$ cat src/rtl/core/swm_pkg.sv
// ----------------------------------------------------------------------------
// swm_pkg
// Shared types and constants for the stream word masker.
// ----------------------------------------------------------------------------
package swm_pkg;

  localparam int MAX_WORD_DEF = 8;
  localparam int JOB_BYTES    = 8;
  localparam int CNT_W        = 4;
  localparam int IDX_W        = 3;
  localparam int QUEUE_DEPTH  = 2;
  localparam int CFG_IDX_W    = 2;
  localparam int CFG_DATA_W   = 64;
  localparam int WLEN_W       = 4;

  localparam logic [7:0] MASK_CHAR = 8'h2A;

  typedef enum logic [CFG_IDX_W-1:0] {
    CFG_WORD_BYTES  = 2'd0,
    CFG_WORD_LENGTH = 2'd1
  } cfg_reg_t;

  typedef struct packed {
    logic                   mask;
    logic [JOB_BYTES*8-1:0] bytes;
    logic [CNT_W-1:0]       count;
    logic                   stream_end;
  } swm_job_t;

endpackage

$ cat src/rtl/core/swm_text_if.sv
// ----------------------------------------------------------------------------
// swm_text_if
// Input byte stream channel.
// ----------------------------------------------------------------------------
interface swm_text_if;
  logic       valid;
  logic       ready;
  logic [7:0] in_byte;
  logic       in_stream_end;

  modport source (output valid, output in_byte, output in_stream_end, input ready);
  modport sink   (input valid, input in_byte, input in_stream_end, output ready);
endinterface

$ cat src/rtl/core/swm_result_if.sv
// ----------------------------------------------------------------------------
// swm_result_if
// Output byte stream channel.
// ----------------------------------------------------------------------------
interface swm_result_if;
  logic       valid;
  logic       ready;
  logic [7:0] out_byte;
  logic       run_end;
  logic       out_stream_end;

  modport source (output valid, output out_byte, output run_end, output out_stream_end,
                  input ready);
  modport sink   (input valid, input out_byte, input run_end, input out_stream_end,
                  output ready);
endinterface

$ cat src/rtl/core/swm_cfg_if.sv
// ----------------------------------------------------------------------------
// swm_cfg_if
// Configuration write channel.
// ----------------------------------------------------------------------------
interface swm_cfg_if;
  logic        valid;
  logic        ready;
  logic [1:0]  index;
  logic [63:0] data;

  modport source (output valid, output index, output data, input ready);
  modport sink   (input valid, input index, input data, output ready);
endinterface

$ cat src/rtl/core/swm_front.sv
// ----------------------------------------------------------------------------
// swm_front
// Holds the config registers and the window, matches each byte and
// issues at most one output job per request.
// ----------------------------------------------------------------------------
module swm_front #(
  parameter int MAX_WORD = swm_pkg::MAX_WORD_DEF
) (
  input  logic                          clk,
  input  logic                          rst,
  input  logic                          cfg_write,
  input  logic [swm_pkg::CFG_IDX_W-1:0] cfg_index,
  input  logic [swm_pkg::CFG_DATA_W-1:0] cfg_data,
  input  logic                          accept,
  input  logic [7:0]                    in_byte,
  input  logic                          in_stream_end,
  output logic                          job_valid,
  output swm_pkg::swm_job_t             job
);
  import swm_pkg::*;

  localparam int LEN_W = $clog2(MAX_WORD + 1);

  logic [CFG_DATA_W-1:0] word;
  logic [WLEN_W-1:0]     wlen;
  logic [LEN_W-1:0]      fill;
  logic [LEN_W-1:0]      fill_next;
  logic [7:0]            window [MAX_WORD];
  logic [7:0]            cand   [MAX_WORD];
  logic [WLEN_W-1:0]     wl_clip;
  logic [LEN_W-1:0]      len;
  logic                  full;
  logic                  match;
  logic                  shift;

  always_comb begin
    if (wlen == '0) begin
      wl_clip = WLEN_W'(1);
    end else if (wlen > WLEN_W'(MAX_WORD)) begin
      wl_clip = WLEN_W'(MAX_WORD);
    end else begin
      wl_clip = wlen;
    end
  end

  assign len  = wl_clip[LEN_W-1:0];
  assign full = (fill + LEN_W'(1)) == len;

  always_comb begin
    match = 1'b1;
    for (int i = 0; i < MAX_WORD; i++) begin
      cand[i] = (LEN_W'(i) == fill) ? in_byte : window[i];
      if ((LEN_W'(i) < len) && (cand[i] != word[8*i +: 8])) begin
        match = 1'b0;
      end
    end
  end

  assign shift = full && !match;

  always_comb begin
    job            = '0;
    job.stream_end = in_stream_end;
    for (int i = 0; i < MAX_WORD; i++) begin
      job.bytes[8*i +: 8] = cand[i];
    end
    if (full && match) begin
      job.mask  = 1'b1;
      job.count = CNT_W'(len);
      fill_next = '0;
    end else if (full) begin
      job.count = in_stream_end ? CNT_W'(len) : CNT_W'(1);
      fill_next = in_stream_end ? '0 : len - LEN_W'(1);
    end else begin
      job.count = in_stream_end ? CNT_W'(fill + LEN_W'(1)) : '0;
      fill_next = in_stream_end ? '0 : fill + LEN_W'(1);
    end
  end

  assign job_valid = accept && (job.count != '0);

  always_ff @(posedge clk) begin
    if (rst) begin
      word <= '0;
      wlen <= WLEN_W'(1);
      fill <= '0;
    end else if (cfg_write) begin
      unique case (cfg_index)
        CFG_WORD_BYTES:  word <= cfg_data;
        CFG_WORD_LENGTH: begin
          wlen <= cfg_data[WLEN_W-1:0];
          fill <= '0;
        end
        default: ;
      endcase
    end else if (accept) begin
      fill <= fill_next;
    end
  end

  always_ff @(posedge clk) begin
    if (accept) begin
      for (int i = 0; i < MAX_WORD - 1; i++) begin
        window[i] <= shift ? cand[i+1] : cand[i];
      end
      window[MAX_WORD-1] <= cand[MAX_WORD-1];
    end
  end

endmodule

$ cat src/rtl/core/swm_queue.sv
// ----------------------------------------------------------------------------
// swm_queue
// Short job FIFO between the front and back parts.
// ----------------------------------------------------------------------------
module swm_queue (
  input  logic              clk,
  input  logic              rst,
  input  logic              push,
  input  swm_pkg::swm_job_t push_job,
  output logic              not_full,
  input  logic              pop,
  output logic              head_valid,
  output swm_pkg::swm_job_t head_job
);
  import swm_pkg::*;

  localparam int PTR_W = $clog2(QUEUE_DEPTH);
  localparam int CNT_Q = $clog2(QUEUE_DEPTH + 1);

  swm_job_t         mem [QUEUE_DEPTH];
  logic [PTR_W-1:0] wr_ptr;
  logic [PTR_W-1:0] rd_ptr;
  logic [CNT_Q-1:0] used;

  assign not_full   = used != CNT_Q'(QUEUE_DEPTH);
  assign head_valid = used != '0;
  assign head_job   = mem[rd_ptr];

  always_ff @(posedge clk) begin
    if (rst) begin
      wr_ptr <= '0;
      rd_ptr <= '0;
      used   <= '0;
    end else begin
      if (push) begin
        wr_ptr <= (wr_ptr == PTR_W'(QUEUE_DEPTH - 1)) ? '0 : wr_ptr + PTR_W'(1);
      end
      if (pop) begin
        rd_ptr <= (rd_ptr == PTR_W'(QUEUE_DEPTH - 1)) ? '0 : rd_ptr + PTR_W'(1);
      end
      if (push && !pop) begin
        used <= used + CNT_Q'(1);
      end else if (pop && !push) begin
        used <= used - CNT_Q'(1);
      end
    end
  end

  always_ff @(posedge clk) begin
    if (push) begin
      mem[wr_ptr] <= push_job;
    end
  end

endmodule

$ cat src/rtl/core/swm_back.sv
// ----------------------------------------------------------------------------
// swm_back
// Plays out one job as a run of result bytes, one per cycle while out_ready is high.
// ----------------------------------------------------------------------------
module swm_back (
  input  logic              clk,
  input  logic              rst,
  input  logic              head_valid,
  input  swm_pkg::swm_job_t head_job,
  output logic              pop,
  output logic              out_valid,
  input  logic              out_ready,
  output logic [7:0]        out_byte,
  output logic              run_end,
  output logic              out_stream_end
);
  import swm_pkg::*;

  logic             busy;
  swm_job_t         cur;
  logic [IDX_W-1:0] idx;
  logic             fire;

  assign out_valid      = busy;
  assign out_byte       = cur.mask ? MASK_CHAR : cur.bytes[8*idx +: 8];
  assign run_end        = (CNT_W'(idx) + CNT_W'(1)) == cur.count;
  assign out_stream_end = run_end && cur.stream_end;
  assign fire           = busy && out_ready;
  assign pop            = head_valid && (!busy || (fire && run_end));

  always_ff @(posedge clk) begin
    if (rst) begin
      busy <= 1'b0;
      idx  <= '0;
    end else if (!busy || (fire && run_end)) begin
      busy <= head_valid;
      idx  <= '0;
    end else if (fire) begin
      idx <= idx + IDX_W'(1);
    end
  end

  always_ff @(posedge clk) begin
    if (pop) begin
      cur <= head_job;
    end
  end

endmodule

$ cat src/rtl/core/stream_word_masker_unit.sv
// ----------------------------------------------------------------------------
// stream_word_masker_unit
// Sliding-window word censor for a byte stream.
//
// text_ch carries one byte per request with a stream-end flag. Each byte
// yields zero or more result bytes on result_ch: the oldest window byte, a
// run of '*' on a word match, or the flushed window on stream end. run_end
// marks the last result of one input request, out_stream_end the last
// result of the stream. cfg_ch writes the word (index 0) and its length
// (index 1); writing the length empties the window.
// A taken input's job is registered in the queue, then in the back part.
// Throughput: one input byte per cycle while each gives at most one result
// and result_ch is ready; a run of results holds the output side until it
// ends, and a two-entry job queue lets the input side keep going meanwhile.
// A stalled result_ch holds the current result; input stalls once the
// queue is full. Reset empties the window and queue, word 0, length 1.
// ----------------------------------------------------------------------------
module stream_word_masker_unit #(
  parameter int MAX_WORD = swm_pkg::MAX_WORD_DEF
) (
  input logic         clk,
  input logic         rst,
  swm_text_if.sink    text_ch,
  swm_result_if.source result_ch,
  swm_cfg_if.sink     cfg_ch
);
  import swm_pkg::*;

  logic     accept;
  logic     job_valid;
  swm_job_t job;
  logic     q_not_full;
  logic     pop;
  logic     head_valid;
  swm_job_t head_job;

  assign cfg_ch.ready  = 1'b1;
  assign text_ch.ready = q_not_full;
  assign accept        = text_ch.valid && q_not_full;

  swm_front #(
    .MAX_WORD(MAX_WORD)
  ) u_front (
    .clk          (clk),
    .rst          (rst),
    .cfg_write    (cfg_ch.valid),
    .cfg_index    (cfg_ch.index),
    .cfg_data     (cfg_ch.data),
    .accept       (accept),
    .in_byte      (text_ch.in_byte),
    .in_stream_end(text_ch.in_stream_end),
    .job_valid    (job_valid),
    .job          (job)
  );

  swm_queue u_queue (
    .clk       (clk),
    .rst       (rst),
    .push      (job_valid),
    .push_job  (job),
    .not_full  (q_not_full),
    .pop       (pop),
    .head_valid(head_valid),
    .head_job  (head_job)
  );

  swm_back u_back (
    .clk           (clk),
    .rst           (rst),
    .head_valid    (head_valid),
    .head_job      (head_job),
    .pop           (pop),
    .out_valid     (result_ch.valid),
    .out_ready     (result_ch.ready),
    .out_byte      (result_ch.out_byte),
    .run_end       (result_ch.run_end),
    .out_stream_end(result_ch.out_stream_end)
  );

endmodule
$ cat src/flat_wrapper.sv
// flat-port wrapper written by rule: the top's interface ports become plain ports
module stream_word_masker_unit_flat import swm_pkg::*;
#(
  parameter int MAX_WORD = swm_pkg::MAX_WORD_DEF
)
  (clk, rst, text_ch_valid, text_ch_in_byte, text_ch_in_stream_end, text_ch_ready, result_ch_valid, result_ch_out_byte, result_ch_run_end, result_ch_out_stream_end, result_ch_ready, cfg_ch_valid, cfg_ch_index, cfg_ch_data, cfg_ch_ready);
  swm_text_if text_ch_i ();
  swm_result_if result_ch_i ();
  swm_cfg_if cfg_ch_i ();
  input logic clk;
  input logic rst;
  input wire logic [$bits(text_ch_i.valid)-1:0] text_ch_valid;
  input wire logic [$bits(text_ch_i.in_byte)-1:0] text_ch_in_byte;
  input wire logic [$bits(text_ch_i.in_stream_end)-1:0] text_ch_in_stream_end;
  output wire logic [$bits(text_ch_i.ready)-1:0] text_ch_ready;
  output wire logic [$bits(result_ch_i.valid)-1:0] result_ch_valid;
  output wire logic [$bits(result_ch_i.out_byte)-1:0] result_ch_out_byte;
  output wire logic [$bits(result_ch_i.run_end)-1:0] result_ch_run_end;
  output wire logic [$bits(result_ch_i.out_stream_end)-1:0] result_ch_out_stream_end;
  input wire logic [$bits(result_ch_i.ready)-1:0] result_ch_ready;
  input wire logic [$bits(cfg_ch_i.valid)-1:0] cfg_ch_valid;
  input wire logic [$bits(cfg_ch_i.index)-1:0] cfg_ch_index;
  input wire logic [$bits(cfg_ch_i.data)-1:0] cfg_ch_data;
  output wire logic [$bits(cfg_ch_i.ready)-1:0] cfg_ch_ready;
  assign text_ch_i.valid = text_ch_valid;
  assign text_ch_i.in_byte = text_ch_in_byte;
  assign text_ch_i.in_stream_end = text_ch_in_stream_end;
  assign text_ch_ready = text_ch_i.ready;
  assign result_ch_valid = result_ch_i.valid;
  assign result_ch_out_byte = result_ch_i.out_byte;
  assign result_ch_run_end = result_ch_i.run_end;
  assign result_ch_out_stream_end = result_ch_i.out_stream_end;
  assign result_ch_i.ready = result_ch_ready;
  assign cfg_ch_i.valid = cfg_ch_valid;
  assign cfg_ch_i.index = cfg_ch_index;
  assign cfg_ch_i.data = cfg_ch_data;
  assign cfg_ch_ready = cfg_ch_i.ready;
  stream_word_masker_unit #(.MAX_WORD(MAX_WORD)) u_core (.clk(clk), .rst(rst), .text_ch(text_ch_i), .result_ch(result_ch_i), .cfg_ch(cfg_ch_i));
endmodule
$ cat config.mk
export PLATFORM = sky130hd
export DESIGN_NAME = stream_word_masker_unit_flat
export DESIGN_NICKNAME = d
export VERILOG_FILES = /design/src/rtl/core/swm_pkg.sv /design/src/rtl/core/swm_text_if.sv /design/src/rtl/core/swm_result_if.sv /design/src/rtl/core/swm_cfg_if.sv /design/src/rtl/core/swm_front.sv /design/src/rtl/core/swm_queue.sv /design/src/rtl/core/swm_back.sv /design/src/rtl/core/stream_word_masker_unit.sv /design/src/flat_wrapper.sv
export SDC_FILE = /design/constraint.sdc
export NUM_CORES = 1
export LEC_CHECK = 0
export ABC_AREA = 1
export BUFFER_PORTS_ARGS = -buffer_cell sky130_fd_sc_hd__buf_4
export CORE_ASPECT_RATIO = 0.8
export CORE_MARGIN = 3
export CORE_UTILIZATION = 45
export CTS_BUF_LIST = sky130_fd_sc_hd__clkbuf_4
export CTS_CLUSTER_SIZE = 24
export DETAILED_ROUTE_END_ITERATION = 7
export GPL_ROUTABILITY_DRIVEN = 0
export SLEW_MARGIN = 0
export SYNTH_ARGS = -nofsm -noshare
export SYNTH_HDL_FRONTEND = slang
export SYNTH_SLANG_ARGS = --single-unit
$ cat constraint.sdc
create_clock -name clk -period 7.5 [get_ports clk]
set_input_delay 0.75 -clock clk [delete_from_list [all_inputs] [get_ports clk]]
set_output_delay 0.75 -clock clk [all_outputs]
set_load 0.03 [all_outputs]
# Word level (Yosys, flattened, before mapping)
# Memories as Yosys holds them, arrays and structs flattened. A register that Yosys moved wholly into a read port is not among the register bits.
# Cells that the tools add are included.
word_totals:
  ff_bits: 80
  ramBits: 204
  input_bits: 80
  output_inout_bits: 13
  wordCells: 128
  mem_count: 2
mem_list:
  columns: ["name", "depth", "width", "rd", "rd_clocked_by_memory_dff", "wr", "line_no", "text"]
  rows:
  - ["u_core.u_queue.mem", 2, 70, 1, 1, 1, "swm_queue.sv:20", "swm_job_t mem [QUEUE_DEPTH];"]
  - ["u_core.u_front.window", 8, 8, 8, 0, 8, "swm_front.sv:28", "logic [7:0] window [MAX_WORD];"]
op_classes:
  add_sub_neg: 8
  magnitude_cmp: 9
  n_eq_ne: 20
  shifts: 1
  mux: 46
  reduce_logical: 34
op_table:
  columns: ["cell", "n"]
  rows:
  - ["$mux W8", 16]
  - ["$ne A8 B8 Y1", 8]
  - ["$shiftx A64 B7 Y8", 1]
  - ["$mux W4", 13]
  - ["$logic_and A1 B1 Y1", 18]
  - ["$eq A3 B4 Y1 const A", 4]
  - ["$lt A3 B4 Y1 const A", 4]
  - ["$mux W1", 15]
  - ["$eq A2 B4 Y1 const A", 2]
  - ["$eq A4 B4 Y1", 2]
  - ["$logic_not A4 Y1", 2]
  - ["$lt A1 B4 Y1 const A", 2]
  - ["$lt A2 B4 Y1 const A", 2]
  - ["$reduce_and A2 Y1", 3]
  - ["$reduce_bool A2 Y1", 3]
  - ["$add A3 B1 Y4 const B", 1]
  - ["$add A4 B1 Y4 const B", 1]
  - ["$eq A1 B4 Y1 const A", 1]
  - ["$gt A4 B4 Y1 const B", 1]
  - ["$logic_not A1 Y1", 4]
  - ["$mux W2", 2]
  - ["$reduce_bool A4 Y1", 1]
  - ["$sub A4 B1 Y4 const B", 1]
  - ["$add A3 B1 Y3 const B", 1]
  - ["other kinds (9)", 10]

# Longest topological paths before layout
logic_depth:
  depth_word: 21
  mapped_depth: 29
  depth_no_buf: 28

# Hierarchy
# From an unflattened synthesis, not the netlist that was laid out.
unflattened:
  hier_cells: 1707
  area_unflattened_um2: 16985.0
by_module_without_submodules:
  columns: ["mod", "instances", "cells_per_inst", "area_each_um2"]
  rows:
  - ["swm_front", 1, 1203, 8326.7]
  - ["swm_queue", 1, 251, 5632.9]
  - ["swm_back", 1, 249, 3006.6]
  - ["stream_word_masker_unit", 1, 4, 18.8]

# Worst setup path after synthesis
# No wires, ideal clock.
synth_path:
  path_type: "register -> register"
  start: "reg u_core.u_back.idx[0]"
  end: "reg u_core.u_queue.used[1]"
  setup_ns: 0.122
  arrival_time_ns: 6.849
  path_slack_ns: 0.529
  stages_incl_launch_ff: 15
  period_less_slack_ns: 6.971
  cell_sequence: "dfxtp_1 > ha_1 > xnor2_1 > nand2_1 > a2111oi_0 > nand2_1 > nand2_1 > inv_1 > nor2_1 > inv_1 > ha_1 > a21oi_1 > o21ai_0 > o21ai_0 > a21oi_1"
synth_via:
  elab_chain_len: 8
synth_rtl:
  columns: ["item", "line_no", "text"]
  rows:
  - ["start: declaration", "swm_back.sv:21", "logic [IDX_W-1:0] idx;"]
  - ["start signal: assignment", "swm_back.sv:39", "idx <= idx + IDX_W'(1);"]
  - ["$add A3 B1 Y4 *", "swm_back.sv:26", "assign run_end = (CNT_W'(idx) + CNT_W'(1)) == cur.count;"]
  - ["$eq A4 B4 Y1 *", "swm_back.sv:26", null]
  - ["named net result_ch_run_end", "flat_wrapper.sv:18", "output wire logic [$bits(result_ch_i.run_end)-1:0] result_ch_run_end;"]
  - ["$logic_and A1 B1 Y1 *", "swm_back.sv:29", "assign pop = head_valid && (!busy || (fire && run_end));"]
  - ["$logic_or A1 B1 Y1 *", "swm_back.sv:29", null]
  - ["$logic_and A1 B1 Y1 *", "swm_back.sv:29", null]
  - ["named net u_core.pop", "stream_word_masker_unit.sv:33", "logic pop;"]
  - ["$logic_not A1 Y1", "swm_queue.sv:41", "if (push && !pop) begin"]
  - ["$logic_and A1 B1 Y1", "swm_queue.sv:41", null]
  - ["$mux W2 / $reduce_bool A2 Y1 (equally long branches)", null, null]
  - ["end signal: assignment", "swm_queue.sv:42", "used <= used + CNT_Q'(1);"]
  - ["end signal: assignment", "swm_queue.sv:44", "used <= used - CNT_Q'(1);"]
  - ["end: declaration", "swm_queue.sv:23", "logic [CNT_Q-1:0] used;"]
# The timed path passes the listed nets; every way through them passes the cells marked *.
# A chain may end at the register's enable or synchronous reset.

==> results by group <==
Worst setup path
  – Critical path fanouts, max: 35
  – Slowest CP cell: inv_2
  – CP arrival: ~5.3 ns
  – CP Depth: 22
  – CP most frequent cell: nand2_1
  – Critical path type: reg -> reg
  – Cell Chain, Critical Path: ha_1 -> inv_1 -> nor2_1 -> nand2_1 -> nand2_1 -> nand2_1 -> nand2_1 -> nand2_1 -> inv_1 -> nand2_1 -> nor2_1 -> nor2_1 -> nor2_1 -> nand2_1 -> nand2_2 -> nand4_1 -> nand2_1 -> nor2_1 -> nand2_1 -> nand3_1 -> inv_2 -> buf_4
  – Reg-to-reg slack, setup: ~2.6 ns
  – CP Capture Point: u_core.u_queue.mem[1][65]$_DFFE_PP_
  – RR Endpoint: u_core.u_queue.mem[1][65]$_DFFE_PP_
  – Kind of end point of the critical path: flip-flop
  – Worst path max stage delay: 0.64 ns
  – R2r startpoint: u_core.u_front.fill[0]$_SDFFE_PP0P_
  – Worst setup SP type: flip-flop
  – Top delay family on crit path: simple AND/OR/NAND/NOR gates
  – Beginning of the critical path: u_core.u_front.fill[0]$_SDFFE_PP0P_
  – Worst reg-to-reg path cell count: 22
  – Req. time, crit path: about 8 ns
  – Buf/Inv on CP: 4

Placement
  – Worst slack, placed: around 2.6 ns
  – Hpwl dp: ~30000 um
  – Number of port buffers: between 90 and 100

Clock tree
  – H-tree levels: 3
  – Longest Clk Path Bufs: 3
  – Post_cts resized: 0
  – CTS tree: yes
  – Worst-Skew Late Latency: 0.78 ns
  – Post-CTS Hold Buffers: 0
  – CTS Sinks: approximately 350
  – Clk slew on worst S/H paths: around 0.070 ns
  – Total CTS buffers: 90
  – Post-CTS Setup Repair Bufs: 0
  – Root buf cell: clkbuf_4

Timing
  – Final Max Tran Viols: 0
  – Hold Fails Final Rpt: 0
  – Slew headroom: 29.9%
  – # setup viols final: 0
  – Tcrit/Tclk final: roughly 65%
  – Final WS setup: 2.61 ns
  – Fin Setup TNS: 0 ns
  – Least-Margin Pin Slew: ~1.1 ns
  – Fmax: 205 MHz
  – RSZ-0062 raised after global routing: false
  – Final worst path period need: between 4 and 5 ns
  – Setup Skew: 0.0712 ns

Final layout
  – Share of cells above drive strength 1: between 10% and 20%
  – Final #Nets: between 2000 and 2500
  – Area grow syn2layout: 13.9%
  – Most common library cell in the layout ignoring fill and taps: nand2_1
  – Most frequent cells in the layout: nand2_1, edfxtp_1, inv_1

Synth
  – Post-synth EDFFs: around 270
  – Synthesis Warnings: 0
  – Syn nets: ~1900
  – Post-synth top flop: edfxtp_1
  – Synth unique cells: 37
  – Post-synthesis compound-gate area fraction: 8.05%
  – Synthesis-stage register bit count: around 350
  – Simple-gate share of the synthesized area: approximately a quarter
  – Mean Syn Cell Area: about 9 um2
  – XOR/XNOR Fraction of Synth Area: less than 1%
  – Mapped cell area: approximately 16000 um2
  – Synth Instances: around 1800
  – Fraction of synthesized area in multiplexers: 0%
  – Post-synthesis async set-or-reset flop share: 0%
  – Post-Synth Adder-Cell Area: less than 1%
  – Seq/Total Area, Yosys: roughly 60%
  – Main combinational cell family by area after synthesis: simple AND/OR/NAND/NOR gates

Drt
  – 1st-iter DRT viols: ~1200
  – Via count: between 10000 and 15000
  – Vias per inst: about 5.2
  – DR WL/cell: between 15 and 20 um
  – DRT antenna net count: 0
  – Final WL: around 44000 um
  – DR DRC count: 0
  – First-pass DRT Iterations: 5

Floorplan
  – DIE HEIGHT: between 150 and 200 um
  – Num rows: 61
  – DIE AREA: between 30000 and 40000 um2
  – Initial Utilization: 46.1%
  – DIE WIDTH: 218 um
  – Placeable core region: 35100 um2
  – Ports: a little over 90

Run
  – Max Cap Violations: 0

GRT
  – Overflow after GRT: 0
  – Total global-route track usage: a little under a quarter
  – Largest net degree at the start of global routing: 74
  – Antenna violations before repair: 5
  – First-pass GRT wire length: around 67000 um
  – Vias in the first global route: around 12000

Run status
  – Run status: complete, no violations

Power and ir drop
  – Leak: around 8 nW
  – P per Cell Area: between 300 and 400 nW/um2
  – Max IR drop VDD: between 0.00015 and 0.0002 V

Hold path
  – HP Class: in -> reg
==> cell usage after synthesis, drive strengths merged (7+ instances only) <==
cell / number / area [um2]
nand4: 7 / 43.8
buf: 29 / 160
a31oi: 14 / 87.6
nand2: 652 / 2470
o21ai: 151 / 756
ha: 9 / 113
inv: 152 / 571
edfxtp: 274 / 8230
a21oi: 72 / 360
nor2: 140 / 567
nand3b: 20 / 150
clkbuf: 58 / 218
nand3: 123 / 636
dfxtp: 80 / 1600
==> sequential cells by signal (all words and copies together), names as in the netlist <==
signal                   cells
u_core.u_front.word         64
u_core.u_front.window       64
u_core.u_back.out_valid      1
u_core.u_queue.mem         140
u_core.u_queue.rd_ptr        1
u_core.u_queue.wr_ptr        1
u_core.u_back.idx            3
u_core.u_queue.used          2
u_core.u_front.wlen          4
u_core.u_back.cur           70
u_core.u_front.fill          4
==> worst register-to-register path, stage by stage, from the launching register on <==
cell     delay [ns]
dfxtp_1        0.40
ha_1           0.62
inv_1          0.10
nor2_1         0.62
nand2_1        0.17
nand2_1        0.19
nand2_1        0.08
nand2_1        0.06
nand2_1        0.05
inv_1          0.05
nand2_1        0.05
nor2_1         0.24
nor2_1         0.07
nor2_1         0.10
nand2_1        0.07
nand2_2        0.11
nand4_1        0.09
nand2_1        0.15
nor2_1         0.05
nand2_1        0.10
nand3_1        0.12
inv_2          0.64
buf_4          0.46
==> per-stage QoR <==
stage | instances | util [%] | power, mW | hold slack (ns) | area (um2)
after floorplan | 1813 | - | 4.08 | 0.444 | 16200
after global placement | 2302 | 49.0 | 4.62 | 0.458 | 17200
after detailed placement | 2302 | 49.0 | 4.66 | 0.462 | 17200
after CTS | 2467 | 52.5 | 6.40 | 0.186 | 18400
after global routing | 2468 | 52.5 | 6.73 | 0.203 | 18400
final | 2468 | 52.5 | 6.35 | 0.239 | 18400
==> cell families (layout without fill, tap and decap cells) <==
group / Yosys count / after routing
buf+inv: 240 / 422
fa+ha+maj: 9 / 9
compound gates: 250 / 250
xor+xnor: 9 / 9
simple gates: 950 / 950
flops: 354 / 354
other cells: 1 / 2
==> metal layers <==
layer	global-route usage [%]	vias to the layer above	share of wire (%)
li1	-	6297	-
met1	35.7	5957	46
met2	32.9	547	42
met3	4.31	69	9.5
met4	6.90	0	1.9
met5	0	-	0
==> report_power, final <==
group	internal (mW)	switching [mW]
Combinational	0.443	1.21
Clock	0.933	0.798
Sequential	2.82	0.147
Total	4.20	2.15
==> worst min path at each step <==
stage	from	to	slack (ns)	cells past startpoint
after floorplan	u_core.u_front.word[18]$_SDFFE_PP0P_	u_core.u_front.word[18]$_SDFFE_PP0P_	0.44	2
after global placement	u_core.u_front.word[20]$_SDFFE_PP0P_	u_core.u_front.word[20]$_SDFFE_PP0P_	0.46	2
after detailed placement	u_core.u_front.word[45]$_SDFFE_PP0P_	u_core.u_front.word[45]$_SDFFE_PP0P_	0.46	2
after CTS	cfg_ch_data[17]	u_core.u_front.word[17]$_SDFFE_PP0P_	0.19	3
after global routing	cfg_ch_data[13]	u_core.u_front.word[13]$_SDFFE_PP0P_	0.20	3
final	cfg_ch_data[13]	u_core.u_front.word[13]$_SDFFE_PP0P_	0.24	3
==> final cells by class <==
type,count,area [um2]
Sequential cell,354,9830
Clock inverter,23,159
Tap cell,472,591
Fill cell,3332,16700
Timing Repair Buffer,104,781
Clock buffer,142,1070
Antenna cell,1,2.50
Multi-Input combinational cell,1219,5440
Inverter,153,576
No activity file was read; power rests on OpenSTA's default activity.
